## config.mk

```make
export PLATFORM = sky130hd
export DESIGN_NAME = hip_header_check_unit
export DESIGN_NICKNAME = d
export VERILOG_FILES = /design/src/design/hhc_pkg.sv /design/src/design/hhc_front.sv /design/src/design/hhc_fifo.sv /design/src/design/hhc_back.sv /design/src/design/hip_header_check_unit.sv
export SDC_FILE = /design/constraint.sdc
export NUM_CORES = 1
export LEC_CHECK = 0
export ABC_AREA = 0
export ABC_CLOCK_PERIOD_IN_PS = 7640
export BUFFER_PORTS_ARGS = -buffer_cell sky130_fd_sc_hd__buf_2
export CORE_MARGIN = 4
export CORE_UTILIZATION = 50
export CTS_BUF_LIST = sky130_fd_sc_hd__clkbuf_2
export CTS_CLUSTER_DIAMETER = 30
export DETAILED_ROUTE_END_ITERATION = 8
export GPL_TIMING_DRIVEN = 0
export PLACE_DENSITY = 0.73
export REMOVE_ABC_BUFFERS = 1
export SLEW_MARGIN = 20
export SYNTH_ARGS = -nofsm -noshare
export SYNTH_HDL_FRONTEND = slang
export SYNTH_HIERARCHICAL = 1
export SYNTH_SLANG_ARGS = --single-unit
```

## constraint.sdc

```tcl
create_clock -name clock -period 7.64 [get_ports clock]
set_clock_uncertainty 0.2 [all_clocks]
set_input_delay 0.382 -clock clock [delete_from_list [all_inputs] [get_ports clock]]
set_output_delay 0.382 -clock clock [all_outputs]
set_load 0.01 [all_outputs]
```

## src/design/hhc_pkg.sv

```systemverilog
`timescale 1ns / 1ps

package hhc_pkg;

   localparam int HEADER_BYTES     = 40;
   localparam int MAX_PACKET_BYTES = 2048;

   // Byte counter width: it must hold MAX_PACKET_BYTES + 1 to flag overlong packets.
   localparam int COUNT_W = 12;
   // Running sum width: 16-bit addends, at most MAX_PACKET_BYTES of them.
   localparam int SUM_W   = 16 + $clog2(MAX_PACKET_BYTES);

   localparam int FIFO_DEPTH = 4;
   localparam int FIFO_AW    = $clog2(FIFO_DEPTH);

   localparam int CSR_INDEX_W = 2;
   localparam int CSR_DATA_W  = 8;

   localparam logic [CSR_INDEX_W-1:0] CSR_EXPECTED_TYPE        = 2'd0;
   localparam logic [CSR_INDEX_W-1:0] CSR_EXPECTED_NEXT_HEADER = 2'd1;
   localparam logic [CSR_INDEX_W-1:0] CSR_EXPECTED_VERSION     = 2'd2;

   localparam logic [6:0] RESET_EXPECTED_TYPE        = 7'd1;
   localparam logic [7:0] RESET_EXPECTED_NEXT_HEADER = 8'd59;
   localparam logic [3:0] RESET_EXPECTED_VERSION     = 4'd2;

   // Byte positions within the fixed header.
   localparam logic [COUNT_W-1:0] POS_NEXT_HEADER = 12'd0;
   localparam logic [COUNT_W-1:0] POS_HDR_LENGTH  = 12'd1;
   localparam logic [COUNT_W-1:0] POS_TYPE        = 12'd2;
   localparam logic [COUNT_W-1:0] POS_VERSION     = 12'd3;
   localparam logic [COUNT_W-1:0] POS_CSUM_HI     = 12'd4;
   localparam logic [COUNT_W-1:0] POS_CSUM_LO     = 12'd5;
   localparam logic [COUNT_W-1:0] POS_CTRL_HI     = 12'd6;
   localparam logic [COUNT_W-1:0] POS_CTRL_LO     = 12'd7;

   localparam logic [COUNT_W-1:0] COUNT_MAX      = COUNT_W'(MAX_PACKET_BYTES);
   localparam logic [COUNT_W-1:0] COUNT_OVERLONG = COUNT_W'(MAX_PACKET_BYTES + 1);
   localparam logic [COUNT_W-1:0] COUNT_HEADER   = COUNT_W'(HEADER_BYTES);

   typedef enum logic [2:0] {
      ST_OK          = 3'd0,
      ST_NEXT_HEADER = 3'd1,
      ST_LENGTH      = 3'd2,
      ST_TYPE        = 3'd3,
      ST_VERSION     = 3'd4,
      ST_CHECKSUM    = 3'd5,
      ST_SIZE        = 3'd6
   } status_type;

   // Everything the back end needs to grade one finished packet.
   typedef struct packed {
      status_type         first_error;
      logic [7:0]         header_length;
      logic [15:0]        received_checksum;
      logic [15:0]        controls;
      logic [COUNT_W-1:0] byte_count;
      logic [SUM_W-1:0]   running_sum;
   } summary_type;

endpackage

```

## src/design/hhc_front.sv

```systemverilog
`timescale 1ns / 1ps

module hhc_front (
   input  logic                               clock,
   input  logic                               reset,
   input  logic                               csr_write_enable,
   input  logic [hhc_pkg::CSR_INDEX_W-1:0]    csr_index,
   input  logic [hhc_pkg::CSR_DATA_W-1:0]     csr_write_data,
   input  logic                               in_accept,
   input  logic [7:0]                         in_data_byte,
   input  logic                               in_last,
   output logic                               summary_push,
   output hhc_pkg::summary_type               summary_data
);

   logic [6:0]                   expected_type_ff;
   logic [7:0]                   expected_next_header_ff;
   logic [3:0]                   expected_version_ff;

   logic [hhc_pkg::COUNT_W-1:0]  byte_count_ff, byte_count_in;
   logic [hhc_pkg::SUM_W-1:0]    running_sum_ff, running_sum_in;
   hhc_pkg::status_type          first_error_ff, first_error_in;
   logic [7:0]                   header_length_ff, header_length_in;
   logic [15:0]                  received_checksum_ff, received_checksum_in;
   logic [15:0]                  controls_ff, controls_in;
   logic [15:0]                  addend;

   always_ff @(posedge clock) begin
      if (reset) begin
         expected_type_ff        <= hhc_pkg::RESET_EXPECTED_TYPE;
         expected_next_header_ff <= hhc_pkg::RESET_EXPECTED_NEXT_HEADER;
         expected_version_ff     <= hhc_pkg::RESET_EXPECTED_VERSION;
      end else if (csr_write_enable) begin
         unique case (csr_index)
            hhc_pkg::CSR_EXPECTED_TYPE: begin
               expected_type_ff <= csr_write_data[6:0];
            end
            hhc_pkg::CSR_EXPECTED_NEXT_HEADER: begin
               expected_next_header_ff <= csr_write_data;
            end
            hhc_pkg::CSR_EXPECTED_VERSION: begin
               expected_version_ff <= csr_write_data[3:0];
            end
            default: begin
            end
         endcase
      end
   end

   always_comb begin
      byte_count_in        = byte_count_ff;
      running_sum_in       = running_sum_ff;
      first_error_in       = first_error_ff;
      header_length_in     = header_length_ff;
      received_checksum_in = received_checksum_ff;
      controls_in          = controls_ff;
      // Even positions carry the high byte of a big-endian word.
      addend = byte_count_ff[0] ? {8'h00, in_data_byte} : {in_data_byte, 8'h00};

      if (byte_count_ff < hhc_pkg::COUNT_MAX) begin
         unique case (byte_count_ff)
            hhc_pkg::POS_NEXT_HEADER: begin
               if (in_data_byte != expected_next_header_ff &&
                   first_error_ff == hhc_pkg::ST_OK) begin
                  first_error_in = hhc_pkg::ST_NEXT_HEADER;
               end
            end
            hhc_pkg::POS_HDR_LENGTH: begin
               header_length_in = in_data_byte;
            end
            hhc_pkg::POS_TYPE: begin
               if (in_data_byte != {1'b0, expected_type_ff} &&
                   first_error_ff == hhc_pkg::ST_OK) begin
                  first_error_in = hhc_pkg::ST_TYPE;
               end
            end
            hhc_pkg::POS_VERSION: begin
               if (in_data_byte[7:4] != expected_version_ff &&
                   first_error_ff == hhc_pkg::ST_OK) begin
                  first_error_in = hhc_pkg::ST_VERSION;
               end
            end
            hhc_pkg::POS_CSUM_HI: begin
               received_checksum_in[15:8] = in_data_byte;
            end
            hhc_pkg::POS_CSUM_LO: begin
               received_checksum_in[7:0] = in_data_byte;
            end
            hhc_pkg::POS_CTRL_HI: begin
               controls_in[15:8] = in_data_byte;
            end
            hhc_pkg::POS_CTRL_LO: begin
               controls_in[7:0] = in_data_byte;
            end
            default: begin
            end
         endcase
         // The checksum field itself counts as zero.
         if (byte_count_ff != hhc_pkg::POS_CSUM_HI && byte_count_ff != hhc_pkg::POS_CSUM_LO) begin
            running_sum_in = running_sum_ff + hhc_pkg::SUM_W'(addend);
         end
         byte_count_in = byte_count_ff + 1'b1;
      end else begin
         byte_count_in = hhc_pkg::COUNT_OVERLONG;
      end
   end

   always_ff @(posedge clock) begin
      if (reset) begin
         byte_count_ff        <= '0;
         running_sum_ff       <= '0;
         first_error_ff       <= hhc_pkg::ST_OK;
         header_length_ff     <= '0;
         received_checksum_ff <= '0;
         controls_ff          <= '0;
      end else if (in_accept) begin
         if (in_last) begin
            byte_count_ff        <= '0;
            running_sum_ff       <= '0;
            first_error_ff       <= hhc_pkg::ST_OK;
            header_length_ff     <= '0;
            received_checksum_ff <= '0;
            controls_ff          <= '0;
         end else begin
            byte_count_ff        <= byte_count_in;
            running_sum_ff       <= running_sum_in;
            first_error_ff       <= first_error_in;
            header_length_ff     <= header_length_in;
            received_checksum_ff <= received_checksum_in;
            controls_ff          <= controls_in;
         end
      end
   end

   assign summary_push                   = in_accept && in_last;
   assign summary_data.first_error       = first_error_in;
   assign summary_data.header_length     = header_length_in;
   assign summary_data.received_checksum = received_checksum_in;
   assign summary_data.controls          = controls_in;
   assign summary_data.byte_count        = byte_count_in;
   assign summary_data.running_sum       = running_sum_in;

endmodule

```

## src/design/hhc_fifo.sv

```systemverilog
`timescale 1ns / 1ps

module hhc_fifo (
   input  logic                  clock,
   input  logic                  reset,
   input  logic                  push,
   input  hhc_pkg::summary_type  push_data,
   input  logic                  pop,
   output hhc_pkg::summary_type  head_data,
   output logic                  full,
   output logic                  empty
);

   hhc_pkg::summary_type          entry_ff [hhc_pkg::FIFO_DEPTH];
   logic [hhc_pkg::FIFO_AW:0]     write_ptr_ff;
   logic [hhc_pkg::FIFO_AW:0]     read_ptr_ff;

   // The extra pointer bit tells a full queue from an empty one.
   assign empty = (write_ptr_ff == read_ptr_ff);
   assign full  = (write_ptr_ff[hhc_pkg::FIFO_AW] != read_ptr_ff[hhc_pkg::FIFO_AW]) &&
                  (write_ptr_ff[hhc_pkg::FIFO_AW-1:0] == read_ptr_ff[hhc_pkg::FIFO_AW-1:0]);
   assign head_data = entry_ff[read_ptr_ff[hhc_pkg::FIFO_AW-1:0]];

   always_ff @(posedge clock) begin
      if (push && !full) begin
         entry_ff[write_ptr_ff[hhc_pkg::FIFO_AW-1:0]] <= push_data;
      end
   end

   always_ff @(posedge clock) begin
      if (reset) begin
         write_ptr_ff <= '0;
         read_ptr_ff  <= '0;
      end else begin
         if (push && !full) begin
            write_ptr_ff <= write_ptr_ff + 1'b1;
         end
         if (pop && !empty) begin
            read_ptr_ff <= read_ptr_ff + 1'b1;
         end
      end
   end

endmodule

```

## src/design/hhc_back.sv

```systemverilog
`timescale 1ns / 1ps

module hhc_back (
   input  logic                         clock,
   input  logic                         reset,
   input  logic                         summary_empty,
   input  hhc_pkg::summary_type         summary_data,
   output logic                         summary_pop,
   input  logic                         rsp_pop,
   output logic                         rsp_empty,
   output logic [2:0]                   rsp_status,
   output logic [15:0]                  rsp_controls,
   output logic [hhc_pkg::COUNT_W-1:0]  rsp_byte_length
);

   logic                         valid_ff;
   hhc_pkg::status_type          status_ff, status_in;
   logic [15:0]                  controls_ff;
   logic [hhc_pkg::COUNT_W-1:0]  byte_length_ff, byte_length_in;
   logic [16:0]                  fold_one;
   logic [15:0]                  fold_two;
   logic [15:0]                  computed_checksum;
   logic [hhc_pkg::COUNT_W-1:0]  expected_count;

   assign summary_pop = !summary_empty && (!valid_ff || rsp_pop);

   always_comb begin
      // Two end-around folds are enough for a sum of at most 27 bits.
      fold_one          = {1'b0, summary_data.running_sum[15:0]} +
                          17'(summary_data.running_sum[hhc_pkg::SUM_W-1:16]);
      fold_two          = fold_one[15:0] + 16'(fold_one[16]);
      computed_checksum = ~fold_two;
      expected_count    = {1'b0, summary_data.header_length, 3'b000} + 12'd8;

      priority if (summary_data.byte_count < hhc_pkg::COUNT_HEADER ||
                   summary_data.byte_count > hhc_pkg::COUNT_MAX) begin
         status_in = hhc_pkg::ST_SIZE;
      end else if (summary_data.first_error == hhc_pkg::ST_NEXT_HEADER) begin
         status_in = hhc_pkg::ST_NEXT_HEADER;
      end else if (expected_count != summary_data.byte_count) begin
         status_in = hhc_pkg::ST_LENGTH;
      end else if (summary_data.first_error != hhc_pkg::ST_OK) begin
         status_in = summary_data.first_error;
      end else if (computed_checksum != summary_data.received_checksum) begin
         status_in = hhc_pkg::ST_CHECKSUM;
      end else begin
         status_in = hhc_pkg::ST_OK;
      end

      byte_length_in = (summary_data.byte_count > hhc_pkg::COUNT_MAX) ?
                       hhc_pkg::COUNT_MAX : summary_data.byte_count;
   end

   always_ff @(posedge clock) begin
      if (summary_pop) begin
         status_ff      <= status_in;
         controls_ff    <= summary_data.controls;
         byte_length_ff <= byte_length_in;
      end
   end

   always_ff @(posedge clock) begin
      if (reset) begin
         valid_ff <= 1'b0;
      end else if (summary_pop) begin
         valid_ff <= 1'b1;
      end else if (rsp_pop) begin
         valid_ff <= 1'b0;
      end
   end

   assign rsp_empty       = !valid_ff;
   assign rsp_status      = status_ff;
   assign rsp_controls    = controls_ff;
   assign rsp_byte_length = byte_length_ff;

endmodule

```

## src/design/hip_header_check_unit.sv

```systemverilog
// A packet's result reaches the rsp_ ports through the summary queue and result register.
// Throughput: one byte beat per cycle unless req_full; results can be taken one per cycle.
// The per-byte accumulator in the front end sets the rate; a four-entry summary queue
// and a one-entry result register let either side stall on its own.
// Reset is synchronous and active high: it restores the default register values and
// empties the packet state, the summary queue and the result register.
`timescale 1ns / 1ps

module hip_header_check_unit (
   input  logic                               clock,
   input  logic                               reset,
   input  logic                               csr_write_enable,
   input  logic [hhc_pkg::CSR_INDEX_W-1:0]    csr_index,
   input  logic [hhc_pkg::CSR_DATA_W-1:0]     csr_write_data,
   input  logic                               req_push,
   output logic                               req_full,
   input  logic [7:0]                         req_data_byte,
   input  logic                               req_last,
   output logic                               rsp_empty,
   input  logic                               rsp_pop,
   output logic [2:0]                         rsp_status,
   output logic [15:0]                        rsp_controls,
   output logic [11:0]                        rsp_byte_length
);

   logic                  in_accept;
   logic                  summary_push;
   logic                  summary_pop;
   logic                  summary_full;
   logic                  summary_empty;
   hhc_pkg::summary_type  summary_write;
   hhc_pkg::summary_type  summary_head;

   assign req_full  = summary_full;
   assign in_accept = req_push && !summary_full;

   hhc_front u_front (
      .clock            (clock),
      .reset            (reset),
      .csr_write_enable (csr_write_enable),
      .csr_index        (csr_index),
      .csr_write_data   (csr_write_data),
      .in_accept        (in_accept),
      .in_data_byte     (req_data_byte),
      .in_last          (req_last),
      .summary_push     (summary_push),
      .summary_data     (summary_write)
   );

   hhc_fifo u_fifo (
      .clock     (clock),
      .reset     (reset),
      .push      (summary_push),
      .push_data (summary_write),
      .pop       (summary_pop),
      .head_data (summary_head),
      .full      (summary_full),
      .empty     (summary_empty)
   );

   hhc_back u_back (
      .clock           (clock),
      .reset           (reset),
      .summary_empty   (summary_empty),
      .summary_data    (summary_head),
      .summary_pop     (summary_pop),
      .rsp_pop         (rsp_pop),
      .rsp_empty       (rsp_empty),
      .rsp_status      (rsp_status),
      .rsp_controls    (rsp_controls),
      .rsp_byte_length (rsp_byte_length)
   );

   // A last beat always leaves a packet summary queued for the back end.
   assert property (@(posedge clock) disable iff (reset)
      (in_accept && req_last) |=> !summary_empty)
      else $error("last beat accepted but no summary queued");

   // A waiting result never reports more bytes than the maximum packet size.
   assert property (@(posedge clock) disable iff (reset)
      !rsp_empty |-> (rsp_byte_length <= hhc_pkg::COUNT_MAX))
      else $error("byte length above maximum");

   // A packet that passes must be at least one full header long.
   assert property (@(posedge clock) disable iff (reset)
      (!rsp_empty && rsp_status == hhc_pkg::ST_OK) |->
         (rsp_byte_length >= hhc_pkg::COUNT_HEADER))
      else $error("short packet reported as good");

   // The back end only loads a new result when the register is free or being drained.
   assert property (@(posedge clock) disable iff (reset)
      summary_pop |-> (rsp_empty || rsp_pop))
      else $error("result register overwritten");

endmodule

```

==> key figures, run 1 <==
Status
  – Status: finished, final reports clean

CTS
  – Clock Tree Buf Depth: 3
  – Clk root buf: clkbuf_2
  – # resized after CTS: 0
  – CTS tree: yes
  – # clock sinks: between 400 and 500
  – Number of H-tree levels: 3
  – Skew-Pair Late Insertion Delay: slightly above 1 ns
  – CTS Buf Count: 116
  – CTS Hold Bufs: 49
  – Clock slew at reported path FFs: 0.10 ns
  – Setup bufs post-CTS: 0

Cells and area
  – Multi-input logic area: between 0.008 and 0.009 mm2
  – Fillers: ~3300
  – Nets: 1767
  – Final Util: a little under three fifths
  – Synth-to-layout area growth: 12.9%
  – Layout cells sized above 1: roughly a quarter
  – Final Cell Area: between 0.02 and 0.025 mm2
  – Register area: approximately 0.013 mm2

Logic synthesis
  – Sequential share of the synthesized area: ~60%
  – Post-Synth XOR/XNOR Area: under 10%
  – EDFF count, synth: between 300 and 400
  – Netlist Area Pre-Place: between 0.02 and 0.025 mm2
  – Yosys warning total: 6
  – Largest family of logic cells by synthesized area: multiplexers
  – Post-synthesis compound-gate area fraction: a little under a tenth
  – Cell count after synthesis: about 1500
  – Mux cell area share after synthesis: 11.6%
  – Simple-gate share of the synthesized area: between 10 and 15%
  – Asr flop ratio synth: 0%
  – Yosys reg bits: approximately 470
  – Post-synthesis adder-cell area fraction: under 10%
  – Distinct cells, synth: between 90 and 100
  – Post-Syn Area per Cell: between 10 and 15 um2
  – Main flop type after synthesis: edfxtp_1

Timing
  – Final setup vio count: 0
  – Hold Violations, Final: 0
  – RSZ-0062 raised after global routing: no
  – Worst-Margin Slew: approximately 0.96 ns
  – Slew Limit Headroom: a little over a third
  – Slew Limit Fails: 0
  – Period utilisation layout: between 80 and 90%
  – Final worst path period need: about 6.6 ns
  – F_max: roughly 0.15 GHz

Die
  – Initial Util: 51.0%
  – Die ar.: 0.0464 mm2
  – Die W: about 220 um
  – Die Height: roughly 220 um
  – Std cell rows: 75
  – Total core area: roughly 0.042 mm2
  – IO Pins: 57

Hold path
  – Hold Path Class: in2reg
  – Hold path depth: 3

Worst setup path
  – Crit path buf inv count: 1
  – CP Capture Type: register
  – Crit path largest cell delay: 0.82 ns
  – Worst path cell trace: buf_16, mux4_2, ha_1, o21ai_0, a21oi_1, o22ai_1, nor3_1, ha_1, nand3_2, nor3_4, xnor2_1, or3_1, a2111o_1, or4b_4, a2111oi_4, a21oi_1, or3_1
  – Worst-path fanout max: 32
  – Critical path data required time: 8.20 ns
  – Crit. path cell count: 17
  – Crit path max-delay family: simple AND/OR/NAND/NOR gates
  – Length in cells of the worst reg-to-reg path: 17
  – CP Launch Type: register
  – Setup CP Type: reg2reg
  – CP max-delay cell: dfxtp_4
  – Arrival time at the worst endpoint: 7.20 ns

Drt
  – Vias: around 14000
  – Per-cell routed wire length: 20.9 um
  – Antenna Nets Post-Route: 0
  – DR iter-0 viols: approximately 1300
  – # DRC: 0
  – Number of vias per cell: 5.98
  – DRT Pass-1 Iters: 5
  – Post-Route WL: 49000 um

Placement
  – Final Wtd Congestion: ~0.90
  – Hpwl dp: slightly above 30000 um
  – Input/output buffers: 56
  – Area after DPL: 0.0226 mm2

Power
  – Tot Pwr: 6.26 mW
  – Leak Pwr: around 8.6 nW
  – VDD IR-drop max: 0.147 mV
  – Cell Pwr Density: 257 mW/mm2

GRT
  – GRT Overall Usage: a little over a fifth
  – Initial antenna violation count: 3
  – Vias in the first global route: 14343
  – First-pass GRT wire length: 77200 um
  – Overflow after GRT: 0
  – Largest net degree at the start of global routing: around 70

Flow run
  – Max-cap violations: 0
## cells in the mapped netlist, types with 11 or more instances
cell type | number | area [um2]
a21o_1 | 14 | 105
a21oi_1 | 40 | 200
a22oi_1 | 19 | 143
a31oi_1 | 13 | 81.3
a32oi_1 | 42 | 368
and2_1 | 19 | 119
clkbuf_1 | 49 | 184
dfxtp_1 | 110 | 2200
edfxtp_1 | 359 | 10800
ha_1 | 39 | 488
inv_1 | 29 | 109
mux2_2 | 44 | 495
mux2i_1 | 15 | 150
mux4_2 | 82 | 1850
nand2_1 | 84 | 315
nand3_1 | 30 | 150
nand4_1 | 23 | 144
nor2_1 | 120 | 450
nor2b_1 | 26 | 163
nor3_1 | 25 | 125
nor3b_1 | 11 | 82.6
o211ai_1 | 12 | 90.1
o21ai_0 | 36 | 180
or3_1 | 14 | 87.6
xnor2_1 | 63 | 552
xor2_1 | 31 | 272
## power breakdown
part           total (mW)  leakage (nW)  internal (mW)  switching, mW
clock network        1.79         0.884          0.809          0.981
logic                1.49          3.46          0.634          0.856
registers            2.98          4.25           2.90         0.0802
total                6.26          8.60           4.34           1.92
## kinds of logic after synthesis
logic type,Yosys count
XOR/XNOR,95
adder cells (fa/ha/maj),41
multiplexers,141
AND/OR/NAND/NOR,419
buffers and inverters,107
flip-flops,469
AO/OA/AOI/OAI,267
## cell type report
| type | instances | share of cell area [%] |
|---|---|---|
| clock buffers | 169 | 3.48 |
| diodes | 3 | 0.0309 |
| multi-input cells | 963 | 33.4 |
| repair buffers | 123 | 4.96 |
| clock inverters | 49 | 1.51 |
| well taps | 539 | 2.77 |
| inverters | 29 | 0.448 |
| flip-flops and latches | 469 | 53.4 |
## metal layers
layer / share of wire [%] / track usage, % / wire, um / up-vias
met4: 3.3 / 9.04 / 1620 / 0
li1: - / - / - / 6427
met1: 42 / 28.0 / 20500 / 6996
met2: 48 / 33.8 / 23700 / 497
met5: 0 / 0 / 0 / -
met3: 6.5 / 4.05 / 3210 / 102
## final timing paths
check	start	slack [ns]	end
setup / recovery	register	1.00	u_back/rsp_status[0]
setup reg to reg	register	1.00	u_back/rsp_status[0]
hold reg to reg	u_front/running_sum_ff[2]	0.29	u_front/running_sum_ff[2]
hold / removal	reset	0.20	u_front/received_checksum_ff[8]
## state kept, by name, indices dropped and copies added (netlist names), named ones only
name,cells
u_back/valid_ff,1
u_front/expected_version_ff,4
u_fifo/write_ptr_ff,3
u_back/rsp_controls,16
u_front/first_error_ff,3
u_back/rsp_byte_length,12
u_front/byte_count_ff,12
u_front/header_length_ff,8
u_fifo/entry_ff,328
u_fifo/read_ptr_ff,3
u_front/expected_type_ff,7
u_front/received_checksum_ff,16
u_front/expected_next_header_ff,8
u_back/rsp_status,3
u_front/controls_ff,16
u_front/running_sum_ff,27
## per-stage QoR
step,setup slack (ns),hold slack (ns),TNS [ns],std cells
after floorplan,-0.631,0.243,-1.03,1461
after global placement,-5.13,0.257,-623.81,2056
after detailed placement,0.964,0.264,0,2074
after CTS,0.963,0.0270,0,2341
after global routing,0.697,0.0700,0,2343
final,1.00,0.201,0,2344
## placed cells by master (no fill, tap or decap), types with 6 or more instances in the layout
cell | Yosys | routed
o211ai_1 | 12 | 12
o31ai_1 | 6 | 6
dfxtp_1 | 110 | 108
nand4_1 | 23 | 23
nand3_1 | 30 | 30
nand3b_1 | 7 | 7
dlygate4sd3_1 | 0 | 49
and2_1 | 19 | 16
o21ai_0 | 36 | 36
or4_1 | 6 | 6
a211o_1 | 6 | 6
a31oi_1 | 13 | 12
edfxtp_1 | 359 | 359
buf_2 | 10 | 55
nor2b_1 | 26 | 25
or3_1 | 14 | 14
mux2i_1 | 15 | 15
mux2_2 | 44 | 44
a21oi_1 | 40 | 40
clkinv_2 | 0 | 10
a21o_1 | 14 | 14
ha_1 | 39 | 39
buf_16 | 0 | 12
a32oi_1 | 42 | 42
nor3b_1 | 11 | 10
nor3_1 | 25 | 25
nand2_1 | 84 | 84
a22oi_1 | 19 | 19
bufinv_16 | 0 | 6
o21a_1 | 7 | 7
and3_1 | 10 | 10
clkinv_1 | 0 | 29
nor2_1 | 120 | 119
clkbuf_2 | 1 | 169
mux4_2 | 82 | 82
xnor2_1 | 63 | 63
xor2_1 | 31 | 31
inv_1 | 29 | 28
## worst reg2reg max path: cells and delay by family, from the launching register on
kind / cells / cell delay (ns)
fa+ha+maj: 2 / 0.72
mux: 1 / 0.62
compound gates: 6 / 1.51
buf+inv: 1 / 0.33
flops: 1 / 0.82
xor+xnor: 1 / 0.12
simple gates: 6 / 2.13
Power figures use the tool's default switching activity.
==> run 2, diff against run 1 <==
RECOVER_POWER = 100   (was unset)
SYNTH_HIERARCHICAL = unset   (was 1)
==> run 2 against run 1 <==
Net effect:
- the flow now finishes with violations (max-capacitance violations, max-slew violations)
- sequential share of layout area increased by 2.5 points
- critical path depth decreased by 11
- count of clock-buffer cells in the layout increased by 5
- global-route usage decreased by 0.094 points
- sequential power increased by 2%
- hold slack improved by 0.0070 ns
- first-iteration DRC count decreased by 22%
- combinational power increased by 29%
- die area decreased by 3.3%
- cell count decreased by 3.6%
- non-clock buffer count decreased by 1
- highest routed layer unchanged
==> key figures, run 2 <==
CTS
  – CTS tree: yes (unchanged)
  – Clock slew at reported path FFs: 0.09 ns (was 0.10 ns)
  – Clock Tree Buf Depth: 3 (unchanged)
  – # resized after CTS: 0 (unchanged)
  – Number of H-tree levels: 3 (unchanged)
  – # clock sinks: 469 (unchanged)
  – Clk root buf: clkbuf_2 (unchanged)
  – Setup bufs post-CTS: 0 (unchanged)
  – Skew-Pair Late Insertion Delay: 1.01 ns (about the same)
  – CTS Buf Count: 112 (was 116)
  – CTS Hold Bufs: 51 (was 49)

Worst setup path
  – CP Capture Type: register (unchanged)
  – CP Launch Type: register (unchanged)
  – Flop2flop setup slack: 0.82 ns (was 1.00 ns)
  – Arrival time at the worst endpoint: 7.12 ns (was 7.20 ns)
  – Critical path data required time: 7.94 ns (was 8.20 ns)
  – Worst-path fanout max: 38 (was 32)
  – Setup CP Type: reg2reg (unchanged)

Logic synthesis
  – Most instantiated cells after synthesis: edfxtp_1, nor2_1, dfxtp_1, nand2_1, mux4_2 (unchanged)
  – Yosys warning total: 0 (was 6)
  – Netlist Area Pre-Place: 0.0208 mm2 (was 0.0215 mm2)
  – Post-Syn Area per Cell: 14.2 um2 (was 14.0 um2)
  – Synth top area share: 51.8% (was 50.1%)
  – Yosys reg bits: 469 (unchanged)
  – Sequential share of the synthesized area: 62.4% (was 60.3%)
  – Top cell type by total area after synthesis: edfxtp_1 (unchanged)
  – Main flop type after synthesis: edfxtp_1 (unchanged)
  – EDFF count, synth: 359 (unchanged)
  – Ranking of synthesized cells by area: edfxtp_1, dfxtp_1, mux4_2 (unchanged)
  – Asr flop ratio synth: 0% (unchanged)
  – Most instantiated library cell after synthesis: edfxtp_1 (unchanged)
  – Distinct cells, synth: 79 (was 94)
  – Cell count after synthesis: 1466 (was 1539)

Die
  – IO Pins: 57 (unchanged)
  – Initial Util: 50.7% (was 51.0%)
  – Std cell rows: 74 (was 75)
  – Die ar.: 0.0449 mm2 (was 0.0464 mm2)
  – Die Height: 212 um (was 216 um)
  – Die W: 212 um (was 216 um)
  – Total core area: 0.0410 mm2 (was 0.0422 mm2)

Power
  – Switching share of power: 32.8% (was 30.6%)
  – Gate power share: 29.0% (was 23.8%)
  – VDD IR-drop max: 0.177 mV (was 0.147 mV)
  – Internal Power: 4.44 mW (was 4.34 mW)
  – Clock group share of total power: 25.2% (was 28.6%)
  – Leak Pwr: 8.17 nW (was 8.60 nW)
  – Sw Pwr: 2.17 mW (was 1.92 mW)
  – Cell Pwr Density: 285 mW/mm2 (was 257 mW/mm2)
  – Sequential cell fraction of total power: 45.8% (was 47.6%)
  – Tot Pwr: 6.61 mW (was 6.26 mW)

Drt
  – DR iter-0 viols: 1018 (was 1299)
  – Per-cell routed wire length: 20.6 um (was 20.9 um)
  – DRT Pass-1 Iters: 5 (unchanged)
  – Number of vias per cell: 5.85 (was 5.98)
  – Post-Route WL: 46500 um (was 49000 um)
  – Antenna Nets Post-Route: 0 (unchanged)
  – # DRC: 0 (unchanged)
  – Vias: 13228 (was 14022)

Cells and area
  – Layout cells sized above 1: 18.4% (was 24.6%)
  – Nets: 1696 (was 1767)
  – Max FFs per register: 328 (unchanged)
  – Synth-to-layout area growth: 11.6% (was 12.9%)
  – Most common cell after layout, fill and taps aside: edfxtp_1 (unchanged)
  – Commonest non-fill, non-tap cells in the layout: edfxtp_1, clkbuf_2, nor2_1, dfxtp_1, nand2_1 (unchanged)

GRT
  – Overflow after GRT: 0 (unchanged)
  – First-pass GRT wire length: 73100 um (was 77200 um)
  – Largest net degree at the start of global routing: 92 (was 71)
  – GRT Overall Usage: 20.9% (was 21.0%)
  – Initial antenna violation count: 3 (unchanged)
  – Vias in the first global route: 13343 (was 14343)

Hold path
  – Hold Path Class: in2reg (unchanged)

Timing
  – Period utilisation layout: 89.3% (was 86.9%)
  – Slew Limit Fails: 445 (was 0)
  – F_max: 0.147 GHz (was 0.151 GHz)
  – Setup tns final: 0 ns (unchanged)
  – RSZ-0062 raised after global routing: no (unchanged)
  – Final worst path period need: 6.82 ns (was 6.64 ns)
  – Slew Limit Headroom: -221% (was 36.1%)
  – Final setup vio count: 0 (unchanged)
  – Worst-Margin Slew: 4.81 ns (was 0.957 ns)
  – Hold Violations, Final: 0 (unchanged)

Flow run
  – Max-cap violations: 12 (was 0)

Status
  – Failing checks: max-capacitance violations, max-slew violations
  – Status: finished, violations left (was finished, final reports clean)

Placement
  – Input/output buffers: 56 (unchanged)
  – Hpwl dp: 28200 um (was 31000 um)
  – Final Wtd Congestion: 0.834 (was 0.897)
run 2: final timing paths:
kind,to,startpoint,cells after the start
max,u_fifo.entry_ff[2][38],u_fifo.write_ptr_ff[1],6
min,u_fifo.write_ptr_ff[1],req_last,4
max reg2reg,u_fifo.entry_ff[2][38],u_fifo.write_ptr_ff[1],6
min reg2reg,u_back.valid_ff,u_back.valid_ff,2
run 2: power groups by stage:
| stage | Clock [mW] | Sequential (mW) | Combinational, mW |
|---|---|---|---|
| after CTS | 1.71 | 3.02 | 1.97 |
| final | 1.67 | 3.03 | 1.92 |
| after detailed placement | 0 | 3.08 | 1.94 |
| after floorplan | 0 | 3.16 | 1.32 |
| after global routing | 1.86 | 3.05 | 2.09 |
| after global placement | 0 | 3.19 | 1.82 |
run 2: cells by family (layout without fill, tap and decap cells):
group                    Yosys count  in the layout  synth area share, %
multiplexers                     137            137                 11.8
flip-flops                       469            469                 62.4
other                              0              3                    0
AND/OR/NAND/NOR                  413            413                 10.0
XOR/XNOR                          96             96                 4.12
adder cells (fa/ha/maj)           41             41                 2.54
buffers and inverters             97            356                 1.96
AO/OA/AOI/OAI                    213            213                 7.14
run 2: worst max-delay path, stage by stage, from the launching register on:
cell	delay [ns]
dfxtp_1	0.44
xnor2_1	0.12
nand3_1	0.18
and2_0	0.96
and3_1	1.15
clkbuf_1	1.30
clkbuf_1	1.95
run 2: layer usage:
metal / vias to the layer above / track usage (%) / routed length [um]
li1: 6034 / - / -
met1: 6585 / 28.9 / 19800
met2: 512 / 33.3 / 22200
met3: 97 / 4.45 / 3390
met4: 0 / 6.93 / 1150
met5: - / 0 / 0
run 2: cell type report:
class | instances | area (um2)
tap | 532 | 666
fill | 3247 | 17800
clock buffer | 174 | 871
clock inverter | 34 | 215
sequential | 469 | 13000
inverter | 26 | 97.6
antenna | 3 | 7.51
multi-input combinational | 900 | 7390
timing repair buffer | 122 | 965
run 2: per-stage QoR:
step                      cell area (um2)  worst slack (ns)  utilization, %  hold slack (ns)  instances
after floorplan                     20500           -0.0950               -            0.243       1395
after global placement              21400             -2.86            52.2            0.256       1983
after detailed placement            21900              1.13            53.3            0.259       1998
after CTS                           23500              1.08            57.2           0.0800       2257
after global routing                23200             0.389            56.6            0.107       2259
final                               23200             0.818            56.6            0.208       2260
